`src/hw/rtl/utf8dec_pkg.sv`:
```
// ----------------------------------------------------------------------------
// utf8dec_pkg
// shared types and constants for the utf-8 to ucs-2 decoder
// ----------------------------------------------------------------------------
package utf8dec_pkg;

  localparam int unsigned MaxUnits = 4;
  localparam int unsigned CntW     = $clog2(MaxUnits + 1);
  localparam int unsigned IdxW     = $clog2(MaxUnits);

  localparam logic [1:0] TagCont = 2'b10;
  localparam logic [1:0] TagLead = 2'b11;
  localparam logic [2:0] TagLong = 3'b111;

  typedef struct packed {
    logic [7:0] in_byte;
    logic       end_of_text;
  } in_beat_t;

  typedef struct packed {
    logic [15:0] code_unit;
    logic        last_unit;
  } out_beat_t;

  typedef struct packed {
    out_beat_t [MaxUnits-1:0] unit;
    logic      [CntW-1:0]     cnt;
  } bundle_t;

endpackage

```
`src/hw/rtl/utf8_to_ucs2_decoder.sv`:
```
// ----------------------------------------------------------------------------
// utf8_to_ucs2_decoder
// utf-8 byte stream to 16-bit ucs-2 code units
// ----------------------------------------------------------------------------
// channel | direction | handshake             | payload
// in      | input     | in_valid_i/in_ready_o  | in_data_i  (in_byte, end_of_text)
// out     | output    | out_valid_o/out_ready_i| out_data_o (code_unit, last_unit)
//
// one byte is taken per cycle while the result register is free or the byte gives
// no units; a byte giving n units (n from 0 to 4) is sent as n beats, so the
// output beat register sets the rate; a byte passes the input then the result register
// reset clears the held byte count and all valid flags
// stalls on the output back up through the result register to in_ready_o
// ----------------------------------------------------------------------------
module utf8_to_ucs2_decoder import utf8dec_pkg::*; (
  input  logic      clk_i,
  input  logic      rst_ni,
  input  logic      in_valid_i,
  output logic      in_ready_o,
  input  in_beat_t  in_data_i,
  output logic      out_valid_o,
  input  logic      out_ready_i,
  output out_beat_t out_data_o
);

  in_beat_t in_q;
  logic     in_vld_q;
  bundle_t  bnd;
  logic     free, take;

  assign take       = in_vld_q && (bnd.cnt == '0 || free);
  assign in_ready_o = !in_vld_q || take;

  always_ff @(posedge clk_i or negedge rst_ni) begin
    if (!rst_ni) begin
      in_vld_q <= 1'b0;
    end else if (in_ready_o) begin
      in_vld_q <= in_valid_i;
    end
  end

  always_ff @(posedge clk_i) begin
    if (in_ready_o && in_valid_i) begin
      in_q <= in_data_i;
    end
  end

  utf8dec_decode u_decode (
    .clk_i  (clk_i),
    .rst_ni (rst_ni),
    .beat_i (in_q),
    .take_i (take),
    .bnd_o  (bnd)
  );

  utf8dec_serial u_serial (
    .clk_i       (clk_i),
    .rst_ni      (rst_ni),
    .load_i      (take && bnd.cnt != '0),
    .bnd_i       (bnd),
    .free_o      (free),
    .out_valid_o (out_valid_o),
    .out_ready_i (out_ready_i),
    .out_data_o  (out_data_o)
  );

endmodule

```
`src/hw/rtl/utf8dec_decode.sv`:
```
// ----------------------------------------------------------------------------
// utf8dec_decode
// held-byte state and single-pass decode of one byte into a bundle of units
// ----------------------------------------------------------------------------
module utf8dec_decode import utf8dec_pkg::*; (
  input  logic     clk_i,
  input  logic     rst_ni,
  input  in_beat_t beat_i,
  input  logic     take_i,
  output bundle_t  bnd_o
);

  logic [1:0] cnt_q, cnt_d;
  logic [7:0] lead_q, lead_d;
  logic [7:0] sec_q, sec_d;

  logic [7:0] b;
  logic       is_zero, is_cont, is_lead;
  logic [CntW-1:0] n;
  out_beat_t [MaxUnits-1:0] units;

  assign b       = beat_i.in_byte;
  assign is_zero = (b == 8'h00);
  assign is_cont = (b[7:6] == TagCont);
  assign is_lead = (b[7:6] == TagLead);

  always_comb begin
    n      = '0;
    units  = '0;
    cnt_d  = cnt_q;
    lead_d = lead_q;
    sec_d  = sec_q;
    if (!is_zero) begin
      if (cnt_q == 2'd0) begin
        if (is_lead) begin
          cnt_d  = 2'd1;
          lead_d = b;
        end else begin
          units[n[IdxW-1:0]] = '{code_unit: {8'h00, b}, last_unit: 1'b0};
          n = n + 1'b1;
        end
      end else if (cnt_q == 2'd1) begin
        if (is_cont && lead_q[7:5] == TagLong) begin
          cnt_d = 2'd2;
          sec_d = b;
        end else if (is_cont) begin
          units[n[IdxW-1:0]] = '{code_unit: {5'b0, lead_q[4:0], b[5:0]}, last_unit: 1'b0};
          n = n + 1'b1;
          cnt_d = 2'd0;
        end else begin
          units[n[IdxW-1:0]] = '{code_unit: {8'h00, lead_q}, last_unit: 1'b0};
          n = n + 1'b1;
          cnt_d = 2'd0;
          if (is_lead) begin
            cnt_d  = 2'd1;
            lead_d = b;
          end else begin
            units[n[IdxW-1:0]] = '{code_unit: {8'h00, b}, last_unit: 1'b0};
            n = n + 1'b1;
          end
        end
      end else begin
        if (is_cont) begin
          units[n[IdxW-1:0]] = '{code_unit: {lead_q[3:0], sec_q[5:0], b[5:0]},
                                 last_unit: 1'b0};
          n = n + 1'b1;
          cnt_d = 2'd0;
        end else begin
          units[n[IdxW-1:0]] = '{code_unit: {8'h00, lead_q}, last_unit: 1'b0};
          n = n + 1'b1;
          units[n[IdxW-1:0]] = '{code_unit: {8'h00, sec_q}, last_unit: 1'b0};
          n = n + 1'b1;
          cnt_d = 2'd0;
          if (is_lead) begin
            cnt_d  = 2'd1;
            lead_d = b;
          end else begin
            units[n[IdxW-1:0]] = '{code_unit: {8'h00, b}, last_unit: 1'b0};
            n = n + 1'b1;
          end
        end
      end
    end
    // flush held bytes and terminate
    if (is_zero || beat_i.end_of_text) begin
      if (cnt_d != 2'd0) begin
        units[n[IdxW-1:0]] = '{code_unit: {8'h00, lead_d}, last_unit: 1'b0};
        n = n + 1'b1;
      end
      if (cnt_d[1]) begin
        units[n[IdxW-1:0]] = '{code_unit: {8'h00, sec_d}, last_unit: 1'b0};
        n = n + 1'b1;
      end
      cnt_d = 2'd0;
      units[n[IdxW-1:0]] = '{code_unit: 16'h0000, last_unit: 1'b1};
      n = n + 1'b1;
    end
  end

  assign bnd_o = '{unit: units, cnt: n};

  always_ff @(posedge clk_i or negedge rst_ni) begin
    if (!rst_ni) begin
      cnt_q <= 2'd0;
    end else if (take_i) begin
      cnt_q <= cnt_d;
    end
  end

  always_ff @(posedge clk_i) begin
    if (take_i) begin
      lead_q <= lead_d;
      sec_q  <= sec_d;
    end
  end

endmodule

```
`src/hw/rtl/utf8dec_serial.sv`:
```
// ----------------------------------------------------------------------------
// utf8dec_serial
// result register holding one bundle, sent out one beat per cycle while out_ready_i is high
// ----------------------------------------------------------------------------
module utf8dec_serial import utf8dec_pkg::*; (
  input  logic      clk_i,
  input  logic      rst_ni,
  input  logic      load_i,
  input  bundle_t   bnd_i,
  output logic      free_o,
  output logic      out_valid_o,
  input  logic      out_ready_i,
  output out_beat_t out_data_o
);

  bundle_t         bnd_q;
  logic [IdxW-1:0] idx_q;
  logic            vld_q;
  logic            fire, is_last;

  assign fire        = vld_q && out_ready_i;
  assign is_last     = ({1'b0, idx_q} == bnd_q.cnt - 1'b1);
  assign free_o      = !vld_q || (fire && is_last);
  assign out_valid_o = vld_q;
  assign out_data_o  = bnd_q.unit[idx_q];

  always_ff @(posedge clk_i or negedge rst_ni) begin
    if (!rst_ni) begin
      vld_q <= 1'b0;
      idx_q <= '0;
    end else if (load_i) begin
      vld_q <= 1'b1;
      idx_q <= '0;
    end else if (fire) begin
      if (is_last) begin
        vld_q <= 1'b0;
      end else begin
        idx_q <= idx_q + 1'b1;
      end
    end
  end

  always_ff @(posedge clk_i) begin
    if (load_i) begin
      bnd_q <= bnd_i;
    end
  end

endmodule
```
`config.mk`:
```
export PLATFORM = sky130hd
export DESIGN_NAME = utf8_to_ucs2_decoder
export DESIGN_NICKNAME = d
export VERILOG_FILES = /design/src/hw/rtl/utf8dec_pkg.sv /design/src/hw/rtl/utf8_to_ucs2_decoder.sv /design/src/hw/rtl/utf8dec_decode.sv /design/src/hw/rtl/utf8dec_serial.sv
export SDC_FILE = /design/constraint.sdc
export NUM_CORES = 1
export LEC_CHECK = 0
export ABC_AREA = 1
export BUFFER_PORTS_ARGS = -buffer_cell sky130_fd_sc_hd__buf_2
export CORE_MARGIN = 3
export CORE_UTILIZATION = 52
export CTS_BUF_LIST = sky130_fd_sc_hd__clkbuf_4 sky130_fd_sc_hd__clkbuf_8 sky130_fd_sc_hd__clkbuf_16
export DETAILED_ROUTE_END_ITERATION = 12
export PLACE_DENSITY = 0.7
export SYNTH_ARGS = -nofsm -noshare
export SYNTH_HDL_FRONTEND = slang
export SYNTH_SLANG_ARGS = --single-unit
export TNS_END_PERCENT = 20
```
`constraint.sdc`:
```
create_clock -name clk_i -period 7.6 [get_ports clk_i]
set_input_delay 0 -clock clk_i [delete_from_list [all_inputs] [get_ports clk_i]]
set_output_delay 0 -clock clk_i [all_outputs]
set_load 0.01 [all_outputs]
```
**Yosys cells after proc, flatten, opt, wreduce, memory -nomap -nowiden**

Cells that the tools add are included.

- Add/sub/neg operators: 5
- $lt $le $gt $ge: 7
- Eq/ne operators: 6
- Mux-type cells: 64
- Bitwise gates (word level): 3
- Reduce and logical (&&, ||, !) cells: 24

Operators by type and width:

| kind | number |
|---|---|
| two-way mux 68 bit | 4 |
| bitwise mux 68 bit | 2 |
| two-way mux 17 bit | 7 |
| demux 17 bit (select 2 bit) | 3 |
| two-way mux 34 bit | 3 |
| two-way mux 51 bit | 2 |
| two-way mux 8 bit | 10 |
| AND 64 bit | 1 |
| NOT 64 bit | 1 |
| binary-select mux 17 bit (select 2 bit) | 1 |
| two-way mux 3 bit | 11 |
| two-way mux 26 bit | 1 |
| two-way mux 2 bit | 11 |
| two-way mux 9 bit | 2 |
| less-than comparator 2 x 3 -> 1 bit (second input constant) | 4 |
| two-way mux 12 bit | 1 |
| adder 3 x 1 -> 3 bit (second input constant) | 3 |
| logical AND 1 bit | 9 |
| zero test 8 bit | 1 |
| greater-or-equal comparator 2 x 1 -> 1 bit (second input constant) | 3 |
| two-way mux 1 bit | 6 |
| nonzero test 2 bit | 3 |
| == test 2 bit (second input constant) | 2 |
| logical OR 1 bit | 4 |
| other kinds (12) | 14 |

- Flip-flop bits (word level): 102
- Bits of input ports: 13
- Output and inout port bits: 19
- Word-level logic and storage cells: 126

**Logic depth before layout (Yosys ltp)**

Gate-level depths: netlist of the first run.

- Depth after elaboration: 21
- Mapped depth: 23
- Depth with buffers taken out: 22

**Hierarchy**

A second synthesis of the first run with hierarchy kept.

- Cell total of the unflattened synthesis: 686
- Area, all modules: 6022.0 um^2

Modules (own cells, without submodules):

| module | instances | cells an instance | area each (um^2) | sequential area each (um^2) |
|---|---|---|---|---|
| utf8dec_serial | 1 | 198 | 2854.0 | 2207.1 |
| utf8dec_decode | 1 | 466 | 2801.4 | 530.5 |
| utf8_to_ucs2_decoder | 1 | 22 | 366.6 | 295.3 |

**Least setup slack after synthesis of the first run**

Ideal clock, no wire load.

- Path type: reg-to-reg
- Start point: register u_decode.cnt_q[1]
- End point: register u_serial.bnd_q[0] (netlist bit) (enable)
- Library setup time: 0.401 ns
- Arrival: 3.567 ns
- Required time: 7.199 ns
- Path slack: 3.631 ns
- Cell stages (with the launch flop): 18
- Buffers on the path: 1
- Period minus slack after synthesis: 3.969 ns
- Cell sequence: dfrtp_1 > inv_2 > nand2_4 > nor2_8 > nand2_4 > buf_6 > nand3_4 > inv_2 > ha_1 > o21ai_1 > ha_1 > nand3_4 > or2_1 > nand3_2 > nand3_2 > nand2_4 > nand3_2 > inv_1

- Longest elaborated chain between the ends: 16
- Elaborated cells on any way between the ends: 23
- Classes of those cells: 3 x add/sub; 1 x eq/ne; 12 x mux; 7 x reduce/logical

Ends and longest elaborated chain:

| item | line | RTL |
|---|---|---|
| start: declaration | utf8dec_decode.sv:13 | `logic [1:0] cnt_q, cnt_d;` |
| start signal: assignment | utf8dec_decode.sv:106 | `cnt_q <= cnt_d;` |
| == test 2 x 1 -> 1 bit | utf8dec_decode.sv:42 | `end else if (cnt_q == 2'd1) begin` |
| two-way mux 3 bit / two-way mux 2 bit (equally long branches) | utf8dec_decode.sv:42 |  |
| two-way mux 3 bit / two-way mux 2 bit (equally long branches) | utf8dec_decode.sv:34 | `if (cnt_q == 2'd0) begin` |
| two-way mux 3 bit / two-way mux 2 bit (equally long branches) | utf8dec_decode.sv:33 | `if (!is_zero) begin` |
| adder 3 x 1 -> 3 bit / nonzero test 2 bit (equally long branches) | utf8dec_decode.sv:88, utf8dec_decode.sv:86 |  |
| two-way mux 3 bit | utf8dec_decode.sv:86 | `if (cnt_d != 2'd0) begin` |
| two-way mux 3 bit | utf8dec_decode.sv:85 | `if (is_zero \|\| beat_i.end_of_text) begin` |
| adder 3 x 1 -> 3 bit | utf8dec_decode.sv:92 | `n = n + 1'b1;` |
| two-way mux 3 bit | utf8dec_decode.sv:90 | `if (cnt_d[1]) begin` |
| two-way mux 3 bit | utf8dec_decode.sv:85 |  |
| adder 3 x 1 -> 3 bit | utf8dec_decode.sv:96 | `n = n + 1'b1;` |
| two-way mux 3 bit (*) | utf8dec_decode.sv:85 |  |
| zero test 3 bit | utf8_to_ucs2_decoder.sv:31 | `assign take = in_vld_q && (bnd.cnt == '0 \|\| free);` |
| logical OR 1 bit | utf8_to_ucs2_decoder.sv:31 |  |
| logical AND 1 bit | utf8_to_ucs2_decoder.sv:31 |  |
| logical AND 1 bit (*) | utf8_to_ucs2_decoder.sv:59 | `.load_i (take && bnd.cnt != '0),` |
| via u_serial.load_i | utf8dec_serial.sv:8 | `input logic load_i,` |
| end signal: assignment | utf8dec_serial.sv:45 | `bnd_q <= bnd_i;` |
| end: declaration | utf8dec_serial.sv:16 | `bundle_t bnd_q;` |

Mark *: on every way through the listed nets, which the timed path passes. The rest lies on a longest branch. The select of a mux whose other input is x is not followed.
A chain may end at the register's enable or synchronous reset.

**Worst setup path in the final report of the first run**

- Start point: register in_q[8] (netlist bit)
- End point: register u_serial.bnd_q[22] (netlist bit) (enable)

- Longest elaborated chain between the ends: 19
- Elaborated cells on any way between the ends: 35
- Classes of those cells: 3 x add/sub; 2 x eq/ne; 21 x mux; 9 x reduce/logical

Ends and longest elaborated chain:

| item | line | RTL |
|---|---|---|
| start: declaration | utf8_to_ucs2_decoder.sv:26 | `in_beat_t in_q;` |
| start signal: assignment | utf8_to_ucs2_decoder.sv:44 | `in_q <= in_data_i;` |
| == test 2 bit | utf8dec_decode.sv:25 | `assign is_lead = (b[7:6] == TagLead);` |
| two-way mux 2 bit / two-way mux 1 bit (equally long branches) | utf8dec_decode.sv:54, utf8dec_decode.sv:74 |  |
| two-way mux 3 bit / two-way mux 2 bit (equally long branches) | utf8dec_decode.sv:46, utf8dec_decode.sv:63 |  |
| two-way mux 3 bit / two-way mux 2 bit (equally long branches) | utf8dec_decode.sv:43 | `if (is_cont && lead_q[7:5] == TagLong) begin` |
| two-way mux 3 bit / two-way mux 2 bit (equally long branches) | utf8dec_decode.sv:42 |  |
| two-way mux 3 bit / two-way mux 2 bit (equally long branches) | utf8dec_decode.sv:34 |  |
| two-way mux 3 bit / two-way mux 2 bit (equally long branches) | utf8dec_decode.sv:33 |  |
| adder 3 x 1 -> 3 bit / nonzero test 2 bit (equally long branches) | utf8dec_decode.sv:88, utf8dec_decode.sv:86 |  |
| (+4 left out) | n/a |  |
| two-way mux 3 bit | utf8dec_decode.sv:85 |  |
| adder 3 x 1 -> 3 bit | utf8dec_decode.sv:96 |  |
| two-way mux 3 bit (*) | utf8dec_decode.sv:85 |  |
| zero test 3 bit | utf8_to_ucs2_decoder.sv:31 |  |
| logical OR 1 bit | utf8_to_ucs2_decoder.sv:31 |  |
| logical AND 1 bit | utf8_to_ucs2_decoder.sv:31 |  |
| logical AND 1 bit (*) | utf8_to_ucs2_decoder.sv:59 |  |
| via u_serial.load_i | utf8dec_serial.sv:8 |  |

Marked as above.

==> results by group, run 1 <==
Outcome
  • Status: completed

Min path
  • Min-Delay Startpoint: out_ready_i
  • HP Class: in2reg

Logic synthesis
  • Largest family of logic cells by synthesized area: simple AND/OR/NAND/NOR gates
  • Top cells by area, synth: edfxtp_1 (44%), nand2_1 (7.4%), o21ai_0 (6.1%), nor2_1 (5.8%), inv_1 (4.5%)
  • Post-synthesis compound-gate area fraction: 0.182
  • Primary FF master, synth: edfxtp_1
  • Register area share after synthesis: 0.467
  • Distinct cells, synth: 43
  • Post-synthesis cell area: 0.00495 mm2
  • Synthesized area per cell: 8.36 um2
  • Top-count cell post-synth: nand2_1
  • Yosys reg bits: 78
  • Post-synth EDFFs: 72
  • Largest area contributor in the netlist: edfxtp_1
  • Mapped Cells: slightly below 600
  • Adder-Cell Fraction of Synth Area: 0.0329
  • Post-synth top area share: 0.437
  • Post-synthesis mux area share: 0
  • Syn_nets: between 600 and 700
  • Post-synth top cells: nand2_1 (98), nor2_1 (76), edfxtp_1 (72), o21ai_0 (60), inv_1 (59)
  • Asr flop ratio synth: 0.0769
  • Post-Synth XOR/XNOR Area: 0.00531
  • Simple-gate share of the synthesized area: 0.237
  • YS warnings: 0

Drt
  • Routed WL per cell: between 15 and 20 um
  • Drt via density: 5.84
  • Routed wire length: 14300 um
  • Met1 WL: 6300 um
  • DRC: 0
  • Number of detailed-route iterations in the first pass: 6
  • DRT antenna net count: 0
  • DR vias: 4432
  • Metal3 WL: 1320 um
  • DR iter-0 viols: 395
  • Max Used Layer: met4
  • Met2 wire len: 6260 um

Critical path
  • Most used cell, CP: nand2_4
  • Crit end category: register
  • Startpoint Class: register
  • Crit-path cells: nand2_2, nor2_8, nand2_4, nand2_4, nand2_4, nand2_2, inv_1, o21ai_1, ha_1, nand3_4, or2_1, nand3_2, nand3_2, nand2_4, nand3_2, inv_1, buf_4
  • CP max FO: 47
  • WP data arrival: 4160 ps
  • Crit path launch: in_q[8]$_DFFE_PP_
  • Worst r2r src: in_q[8]$_DFFE_PP_
  • Critical setup path kind: reg2reg
  • CP max stage cell: edfxtp_1
  • Max incr delay on CP: 570 ps
  • CP required: 7610 ps

Placed design
  • Placed Area: 0.00518 mm2
  • RD Place Congestion: 1.04
  • Post-DP HPWL: 10800 um
  • Port Buffers: 31

STA
  • Max-slew violation count: 0
  • Fmax: ~240 MHz
  • Setup TNS: 0 ps
  • Endpoints failing setup: 0
  • Unrepaired setup endpoints after global routing: no
  • Final Hold Fails: 0
  • Slew headroom: 0.263
  • Tmin final: 4150 ps
  • Worst Skew: 11.5 ps
  • Final period util: 0.546
  • Slew of the pin with the lowest slew margin: 1090 ps

Power
  • Cell-internal power: 0.00124 W
  • Sw power: roughly 0.0012 W
  • Share of power burned in registers: 0.340
  • P_leak: 2.28 nW
  • Clock Power Share: 0.133
  • VDD IR max: approximately 0.2 mV
  • Logic pwr share: 0.527
  • Switching part of the total: 0.484
  • Pwr dens: 438 mW/mm2

Clock tree
  • Clock Sinks: 78
  • Clock Path Buffers: 2
  • Clock transition at the registers of the reported paths: 90 ps
  • Clock Tree Root: clkbuf_8
  • Worst-skew pair later-pin latency: between 300 and 400 ps
  • TritonCTS clock tree: yes
  • TritonCTS buffer count: 9
  • Post-CTS Setup Bufs: 0
  • H-tree levels: 3

Cells and area
  • Layout cells sized above 1: 0.148
  • Util after Layout: 0.612
  • Fin area: 0.00550 mm2
  • P&R area growth vs syn: 11.1%
  • Total Nets Final: 654
  • Antenna cells: 0

Global route
  • GRT overflow: 0
  • GRT Total Usage: 0.269
  • Largest net degree at the start of global routing: 48
  • Initial antenna violation count: 0
  • Vias in the first global route: 4157
  • First-pass GRT wire length: 22600 um

Floorplan
  • Die Y: 104 um
  • Count of standard-cell rows: 34
  • # IOs: 32
  • Die area: 0.0107 mm2
  • Core Region: 0.00898 mm2
  • Width of the die: 104 um
  • Initial Utilization: 0.551

Run
  • Max cap viols: 0
==> routing by layer <==
metal / GRT usage / vias to the layer above
li1: - / 2117
met1: 0.379 / 2040
met2: 0.414 / 235
met3: 0.0510 / 40
met4: 0.102 / 0
met5: 0 / -
==> flip-flops by register name, indices dropped and copies added (netlist names) <==
register / flops
u_serial.bnd_q: 47
in_q: 9
u_decode.lead_q: 8
u_decode.sec_q: 8
u_decode.cnt_q: 2
u_serial.idx_q: 2
in_vld_q: 1
u_serial.out_valid_o: 1
==> metrics by stage <==
| step | std cells | power, W | hold slack [ps] | worst slack, ps |
|---|---|---|---|---|
| 5_1_grt | 759 | 0.00258 | 128 | 3070 |
| 2_1_floorplan | 592 | 0.00169 | -296 | 3630 |
| 3_5_place_dp | 731 | 0.00207 | -160 | 3490 |
| 3_3_place_gp | 731 | 0.00205 | -163 | 3630 |
| 4_1_cts | 759 | 0.00238 | 81.2 | 3460 |
| 6_report | 759 | 0.00241 | 92.1 | 3450 |
==> placed cells by master (no fill, tap or decap), types with 2 or more instances in the layout <==
master and instances:
nand2_1 98, nor2_1 76, edfxtp_1 72, o21ai_0 60
inv_1 59, a21oi_1 33, buf_2 31, nand3_1 24
o22ai_1 20, o21ai_1 18, ha_1 13, dlygate4sd3_1 12
inv_2 11, nand2_2 11, nor3_1 9, o211ai_1 9
clkbuf_8 9, nand2_4 7, nand4_1 7, nand3_2 6
dfrtp_1 6, o21a_1 3, clkinv_1 3, a221oi_1 3
buf_4 3, nor2_4 2, nand3_4 2, o21ai_2 2
xor2_1 2, a211oi_1 2, a31oi_1 2, clkinvlp_4 2
==> final cells by class <==
cell class / instances / area, um2
clock buffers: 10 / 131
fillers: 822 / 3480
repair buffers: 46 / 298
clock inverters: 6 / 62.6
well taps: 126 / 158
inverters: 72 / 270
multi-input cells: 421 / 2260
flip-flops and latches: 78 / 2310
==> final timing paths <==
kind | to | slack [ps] | cells past startpoint
min | u_serial.idx_q[1]$_DFFE_PN0P_ | 90 | 6
max reg2reg | u_serial.bnd_q[22]$_DFFE_PP_ | 3450 | 17
max | u_serial.bnd_q[22]$_DFFE_PP_ | 3450 | 17
min in group asynchronous | u_decode.cnt_q[0]$_DFFE_PN0N_ | 600 | 3
max in group asynchronous | u_decode.cnt_q[1]$_DFFE_PN0N_ | 6750 | 3
min reg2reg | u_decode.cnt_q[1]$_DFFE_PN0N_ | 580 | 2
==> kinds of logic after synthesis <==
logic type / count (synthesis)
compound gates: 158
buf+inv: 93
simple gates: 247
flops: 78
xor+xnor: 3
fa+ha+maj: 13
==> worst max-delay path, delay by kind of cell, from the launching register on <==
family                   cells  cell delay [ps]
AND/OR/NAND/NOR             12             1920
buffers and inverters        3              640
flip-flops                   1              570
adder cells (fa/ha/maj)      1              360
AO/OA/AOI/OAI                1              250
==> power groups by stage <==
| stage | Combinational [W] | Clock (W) | Sequential, W |
|---|---|---|---|
| 2_1_floorplan | 0.000906 | 0 | 0.000781 |
| 3_3_place_gp | 0.00123 | 0 | 0.000822 |
| 3_5_place_dp | 0.00124 | 0 | 0.000825 |
| 4_1_cts | 0.00125 | 0.000319 | 0.000816 |
| 5_1_grt | 0.00141 | 0.000332 | 0.000834 |
| 6_report | 0.00127 | 0.000319 | 0.000818 |
==> repair_timing <==
item / 4_1_cts / 5_1_grt
hold buffers: 12 / 0
resized for setup: 0 / 0
hold endpoints to repair: 16 / 0
Note: power is estimated with default switching activity, not from simulation.
==> run 2: changes to the inputs <==
PLACE_DENSITY = 0.73   (was 0.7)
clock period = 3.47 ns   (was 7.6 ns; I/O delays follow)
==> run 2 against run 1 <==
Sequential cell count is the same. Via count increased by 3.7%. First-iteration DRC count increased by 15%. Non-clock buffer count up 27. Die area stayed put. Worst setup slack worse by 3400 ps. Combinational power grew to 2.6 times the previous value. Largest power group unchanged.
==> results by group, run 2 (synthesis gave the netlist of run 1 again) <==
STA
  • Fmax: 294 MHz (+22%)
  • Final Hold Fails: 0 (unchanged)
  • Worst Skew: 11.8 ps (+0.318 ps)
  • Slew headroom: 0.262 (-0.00142)
  • Hold Worst Slack: 69.8 ps (-22.3 ps)
  • Final period util: 0.979 (+0.433)
  • Max-slew violation count: 0 (unchanged)
  • Setup TNS: 0 ps (unchanged)
  • Endpoints failing setup: 0 (unchanged)
  • Slew of the pin with the lowest slew margin: 1100 ps (+9.62 ps)
  • Unrepaired setup endpoints after global routing: yes
  • Tmin final: 3400 ps (-751 ps)
  • Final worst slack: 73.1 ps (-3380 ps)

Power
  • Sw power: 0.00270 W (+130%)
  • P_leak: 2.43 nW (+6.4%)
  • Pwr dens: 977 mW/mm2 (+120%)
  • Switching part of the total: 0.473 (-0.0114)
  • Cell-internal power: 0.00302 W (+140%)
  • VDD IR max: 0.484 mV (+140%)
  • Clock Power Share: 0.118 (-0.015)
  • Share of power burned in registers: 0.303 (-0.037)
  • Logic pwr share: 0.579 (+0.052)

Critical path
  • Critical setup path kind: reg2reg
  • WP data arrival: 3510 ps (-650 ps)
  • Worst r2r src: in_q[8]$_DFFE_PP_
  • CP required: 3580 ps (-4030 ps)
  • Crit end category: register
  • Reg-to-Reg End: u_serial.bnd_q[18]$_DFFE_PP_
  • Flop-to-flop setup slack: 70 ps (-3380 ps)
  • Startpoint Class: register
  • CP max FO: 23 (-51%)
  • Worst-case reg-to-reg path depth: 20 (+3)

Cells and area
  • Biggest regs: u_serial.bnd_q (47), in_q (9)
  • Multi-input logic area: 0.00233 mm2 (+2.8%)
  • Commonest non-fill, non-tap cells in the layout: nand2_1 (93), nor2_1 (74), edfxtp_1 (72)
  • Max reg flops: 47 (unchanged)
  • Commonest non-fill, non-tap cell in the layout: nand2_1
  • P&R area growth vs syn: 18.3%
  • Storage cell area: 0.00231 mm2 (unchanged)
  • Total Nets Final: 682 (+4.3%)
  • Non-Filler Instances: 787 (+3.7%)
  • Fin area: 0.00585 mm2 (+6.5%)
  • Layout cells sized above 1: 0.206 (+0.0572)
  • Antenna cells: 0 (unchanged)
  • Filler cell count: 754 (-8.3%)
  • Largest reg by FF count: u_serial.bnd_q

Drt
  • DRT antenna net count: 0 (unchanged)
  • DR iter-0 viols: 454 (+15%)
  • Routed wire length: 15200 um (+6.5%)
  • Drt via density: 5.84 (about the same)
  • DR vias: 4597 (+3.7%)
  • DRC: 0 (unchanged)
  • Number of detailed-route iterations in the first pass: 5 (-1)
  • Routed WL per cell: 19.4 um (+2.8%)

Global route
  • Largest net degree at the start of global routing: 48 (unchanged)
  • GRT overflow: 0 (unchanged)
  • GRT Total Usage: 0.279 (+0.00983)
  • Vias in the first global route: 4195 (+0.91%)
  • Initial antenna violation count: 0 (unchanged)
  • First-pass GRT wire length: 23300 um (+3.1%)

Floorplan
  • Count of standard-cell rows: 34 (unchanged)
  • Die area: 0.0107 mm2 (unchanged)
  • # IOs: 32 (unchanged)
  • Width of the die: 104 um (unchanged)
  • Initial Utilization: 0.551 (unchanged)
  • Core Region: 0.00898 mm2 (unchanged)
  • Die Y: 104 um (unchanged)

Placed design
  • Worst slack, placed: 96.4 ps (-3390 ps)
  • Post-DP HPWL: 11200 um (+3.7%)
  • # placed instances: 749 (+2.5%)
  • Placed Area: 0.00538 mm2 (+3.8%)
  • RD Place Congestion: 1.01 (-3.8%)
  • Port Buffers: 31 (unchanged)

Clock tree
  • TritonCTS buffer count: 9 (unchanged)
  • Clock Path Buffers: 2 (unchanged)
  • Clock Tree Root: clkbuf_8
  • TritonCTS clock tree: yes
  • Clock Sinks: 78 (unchanged)
  • H-tree levels: 3 (unchanged)
  • Worst-skew pair later-pin latency: 360 ps (about the same)
  • Clock transition at the registers of the reported paths: 80 ps (about the same)

Run
  • Max cap viols: 0 (unchanged)

Min path
  • Min-Delay Startpoint: out_ready_i
  • HP Class: in2reg
  • Hold Crit Depth: 6 (unchanged)
  • Hold Path End: u_serial.idx_q[1]$_DFFE_PN0P_

Outcome
  • Status: completed
[run 2: per-layer routing]
layer  share of wire  vias up  track usage
li1                -     2166            -
met1            0.43     2168        0.396
met2            0.46      225        0.445
met3           0.082       38       0.0522
met4           0.026        0       0.0674
met5               0        -            0
[run 2: worst max-delay path, stage by stage (launching register included)]
cell and delay (ps):
edfxtp_1 500, nor2_2 140, nand2_2 90, nor2_4 160
nor2_2 70, inv_2 80, nor2_4 50, inv_4 70
ha_4 210, o21ai_4 140, ha_1 250, nand2_1 100
o21ai_2 80, ha_1 280, nand2_1 80, o21ai_2 80
nor2_4 100, nand2_4 80, nand3_4 80, clkinvlp_4 220
clkbuf_16 270
[run 2: timing repair]
action | in CTS | in global routing
hold buffers | 12 | 0
gates resized for setup | 0 | 16
buffers inserted | 0 | 6
endpoints found under the setup margin | 0 | 72
endpoints found under the hold margin | 16 | 0
[run 2: worst max path at each step]
stage	from	end	slack, ps
after detailed placement	u_decode.cnt_q[1]$_DFFE_PN0N_	u_serial.bnd_q[16]$_DFFE_PP_	100
after global placement	u_decode.cnt_q[1]$_DFFE_PN0N_	in_q[2]$_DFFE_PP_	210
after floorplan	u_decode.cnt_q[1]$_DFFE_PN0N_	u_serial.bnd_q[0]$_DFFE_PP_	-60
after global routing	u_decode.cnt_q[1]$_DFFE_PN0N_	u_serial.bnd_q[0]$_DFFE_PP_	-100
after CTS	u_decode.cnt_q[1]$_DFFE_PN0N_	u_serial.bnd_q[7]$_DFFE_PP_	70
final	in_q[8]$_DFFE_PP_	u_serial.bnd_q[18]$_DFFE_PP_	70
[run 2: power by group through the flow]
stage          sequential, W  combinational [W]  clock (W)
6_report             0.00173            0.00331   0.000675
5_1_grt              0.00176            0.00363   0.000727
4_1_cts              0.00172            0.00306   0.000686
3_5_place_dp         0.00175            0.00304          0
3_3_place_gp         0.00173            0.00300          0
2_1_floorplan        0.00171            0.00204          0
[run 2: cell type report]
type	count	share of cell area
Sequential cell	78	0.395
Clock buffer	10	0.0225
Multi-Input combinational cell	421	0.398
Clock inverter	6	0.0107
Tap cell	126	0.0269
Inverter	72	0.0488
Timing Repair inverter	1	0.00128
Timing Repair Buffer	73	0.0971
[run 2: through the flow]
step / power, W / util
2_1_floorplan: 0.00375 / -
3_3_place_gp: 0.00473 / 0.599
3_5_place_dp: 0.00479 / 0.599
4_1_cts: 0.00547 / 0.634
5_1_grt: 0.00612 / 0.652
6_report: 0.00572 / 0.652
==> run 3: changes to the inputs <==
CORE_ASPECT_RATIO = 1.2   (was unset)
==> run 3 against run 2 <==
Via count is 0.39% lower. Die area hardly changed. Highest routed layer unchanged. Fmax is 1.4% higher. Clock skew is 3.2 ps lower. Sequential power hardly changed. Register-to-register slack better by 50 ps. Total power is 4.4% higher. Critical path depth is 1 higher. Largest cell class unchanged.
==> results by group, run 3 (synthesis gave the netlist of run 1 again) <==
Cells and area
  • Util after Layout: 0.649 (-0.00277)
  • Commonest non-fill, non-tap cells in the layout: nand2_1 (94), nor2_1 (74), edfxtp_1 (72)
  • Biggest regs: u_serial.bnd_q (47), in_q (9)
  • Total Nets Final: 690 (+1.2%)
  • Max reg flops: 47 (unchanged)
  • P&R area growth vs syn: 20.4%
  • Commonest non-fill, non-tap cell in the layout: nand2_1
  • Largest reg by FF count: u_serial.bnd_q
  • Antenna cells: 0 (unchanged)
  • Layout cells sized above 1: 0.217 (+0.0110)

Clock tree
  • Clock transition at the registers of the reported paths: 80 ps (about the same)
  • H-tree levels: 3 (unchanged)
  • Worst-skew pair later-pin latency: 360 ps (about the same)
  • Clock Path Buffers: 2 (unchanged)
  • TritonCTS clock tree: yes
  • TritonCTS buffer count: 9 (unchanged)
  • Clock Tree Root: clkbuf_8
  • Clock Sinks: 78 (unchanged)

Critical path
  • Max incr delay on CP: 480 ps (-20 ps)
  • Crit end category: register
  • Critical setup path kind: reg2reg
  • CP max FO: 7 (-70%)
  • Worst Path Buf+Inv: 6 (+2)
  • WP data arrival: 3470 ps (-40 ps)
  • CP max stage cell: edfxtp_1
  • Startpoint Class: register
  • Largest delay contributor family on the critical path: simple AND/OR/NAND/NOR gates
  • Most used cell, CP: nor2_4
  • Crit-path cells: nor2_2, nand2_2, nor2_4, nor2_4, inv_2, nor2_4, inv_2, ha_4, o21ai_4, ha_4, nand2_2, o21ai_2, ha_1, inv_1, nand3_2, nand3_2, nand2_4, nand3_4, clkinvlp_4, buf_12, clkbuf_16
  • CP required: 3590 ps (about the same)

Global route
  • Largest net degree at the start of global routing: 40 (-17%)
  • First-pass GRT wire length: 22700 um (-2.8%)
  • GRT Total Usage: 0.281 (+0.00252)
  • Initial antenna violation count: 0 (unchanged)
  • GRT overflow: 0 (unchanged)
  • Vias in the first global route: 4262 (+1.6%)

Floorplan
  • Die Y: 113 um (+9.0%)
  • Width of the die: 95.0 um (-8.2%)
  • Count of standard-cell rows: 38 (+12%)
  • Die area: 0.0107 mm2 (about the same)
  • # IOs: 32 (unchanged)
  • Initial Utilization: 0.539 (-0.0120)
  • Core Region: 0.00918 mm2 (+2.2%)

Outcome
  • Status: completed

Drt
  • Routed wire length: 15000 um (-1.6%)
  • DR vias: 4579 (-0.39%)
  • DRT antenna net count: 0 (unchanged)
  • Routed WL per cell: 19.0 um (-1.8%)
  • Number of detailed-route iterations in the first pass: 7 (+2)
  • DR iter-0 viols: 430 (-5.3%)
  • Drt via density: 5.80 (-0.64%)
  • DRC: 0 (unchanged)

STA
  • Slew headroom: 0.287 (+0.0251)
  • Setup TNS: 0 ps (unchanged)
  • Hold Worst Slack: 83.8 ps (+14.0 ps)
  • Slew of the pin with the lowest slew margin: 1070 ps (-37.5 ps)
  • Worst Skew: 8.67 ps (-3.16 ps)
  • Endpoints failing setup: 0 (unchanged)
  • Final Hold Fails: 0 (unchanged)
  • Final worst slack: 120 ps (+47.4 ps)
  • Fmax: 299 MHz (+1.4%)
  • Max-slew violation count: 0 (unchanged)
  • Final period util: 0.965 (-0.0137)
  • Tmin final: 3350 ps (-47.4 ps)

Placed design
  • RD Place Congestion: 1.01 (+0.62%)
  • Worst slack, placed: 81.9 ps (-14.5 ps)
  • Port Buffers: 31 (unchanged)
  • Post-DP HPWL: 11100 um (-0.93%)

Power
  • VDD IR max: 0.585 mV (+21%)
  • Power Total: 0.00597 W (+4.4%)
  • P_leak: 2.48 nW (+2.2%)
  • Pwr dens: 1000 mW/mm2 (+2.6%)

Min path
  • HP Class: in2reg

Run
  • Max cap viols: 0 (unchanged)
-- run 3: final cells by class --
type / instances / area (um2)
fillers: 763 / 3220
multi-input cells: 421 / 2340
flip-flops and latches: 78 / 2310
repair buffers: 81 / 673
inverters: 72 / 283
well taps: 120 / 150
clock buffers: 9 / 124
clock inverters: 7 / 65.1
repair inverters: 1 / 7.51
-- run 3: final timing paths --
kind                                                    start                               end  slack, ps  depth (start not counted)
worst max-delay path                        in_q[8]$_DFFE_PP_  u_serial.bnd_q[54]$_SDFFCE_PP0P_        120                         21
worst min-delay path                              out_ready_i     u_serial.idx_q[1]$_DFFE_PN0P_         80                          6
worst max register to register              in_q[8]$_DFFE_PP_  u_serial.bnd_q[54]$_SDFFCE_PP0P_        120                         21
worst min register to register  u_decode.cnt_q[1]$_DFFE_PN0N_     u_decode.cnt_q[1]$_DFFE_PN0N_        560                          2
max in group asynchronous                              rst_ni     u_decode.cnt_q[1]$_DFFE_PN0N_       2610                          3
min in group asynchronous                              rst_ni              in_vld_q$_DFFE_PN0P_        610                          3
-- run 3: power by group --
part | switching, W | internal [W] | leakage [nW]
registers | 0.000174 | 0.00157 | 0.746
logic | 0.00227 | 0.00130 | 1.64
clock network | 0.000322 | 0.000326 | 0.0964
total | 0.00277 | 0.00320 | 2.48
-- run 3: worst min-delay path: stages --
cell,delay (ps)
buf_2,110
nand2_1,50
inv_1,50
nand4_1,90
nand3_1,70
inv_1,50
-- run 3: metrics by stage --
stage / instance area, um2 / instances
floorplan: 4980 / 592
global placement: 5410 / 748
detailed placement: 5410 / 748
CTS: 5720 / 776
global route: 5960 / 789
finish: 5960 / 789
-- run 3: per-layer routing --
| layer | part of all wire | track usage |
|---|---|---|
| met5 | 0 | 0 |
| met4 | 0.042 | 0.111 |
| met3 | 0.068 | 0.0465 |
| met2 | 0.49 | 0.470 |
| met1 | 0.40 | 0.362 |
-- run 3: timing repair --
| item | in CTS | in global routing |
|---|---|---|
| buffers inserted | 0 | 6 |
| setup endpoints to repair | 0 | 73 |
| gates resized for setup | 0 | 19 |
| hold endpoints to repair | 16 | 0 |
| hold buffers | 12 | 0 |
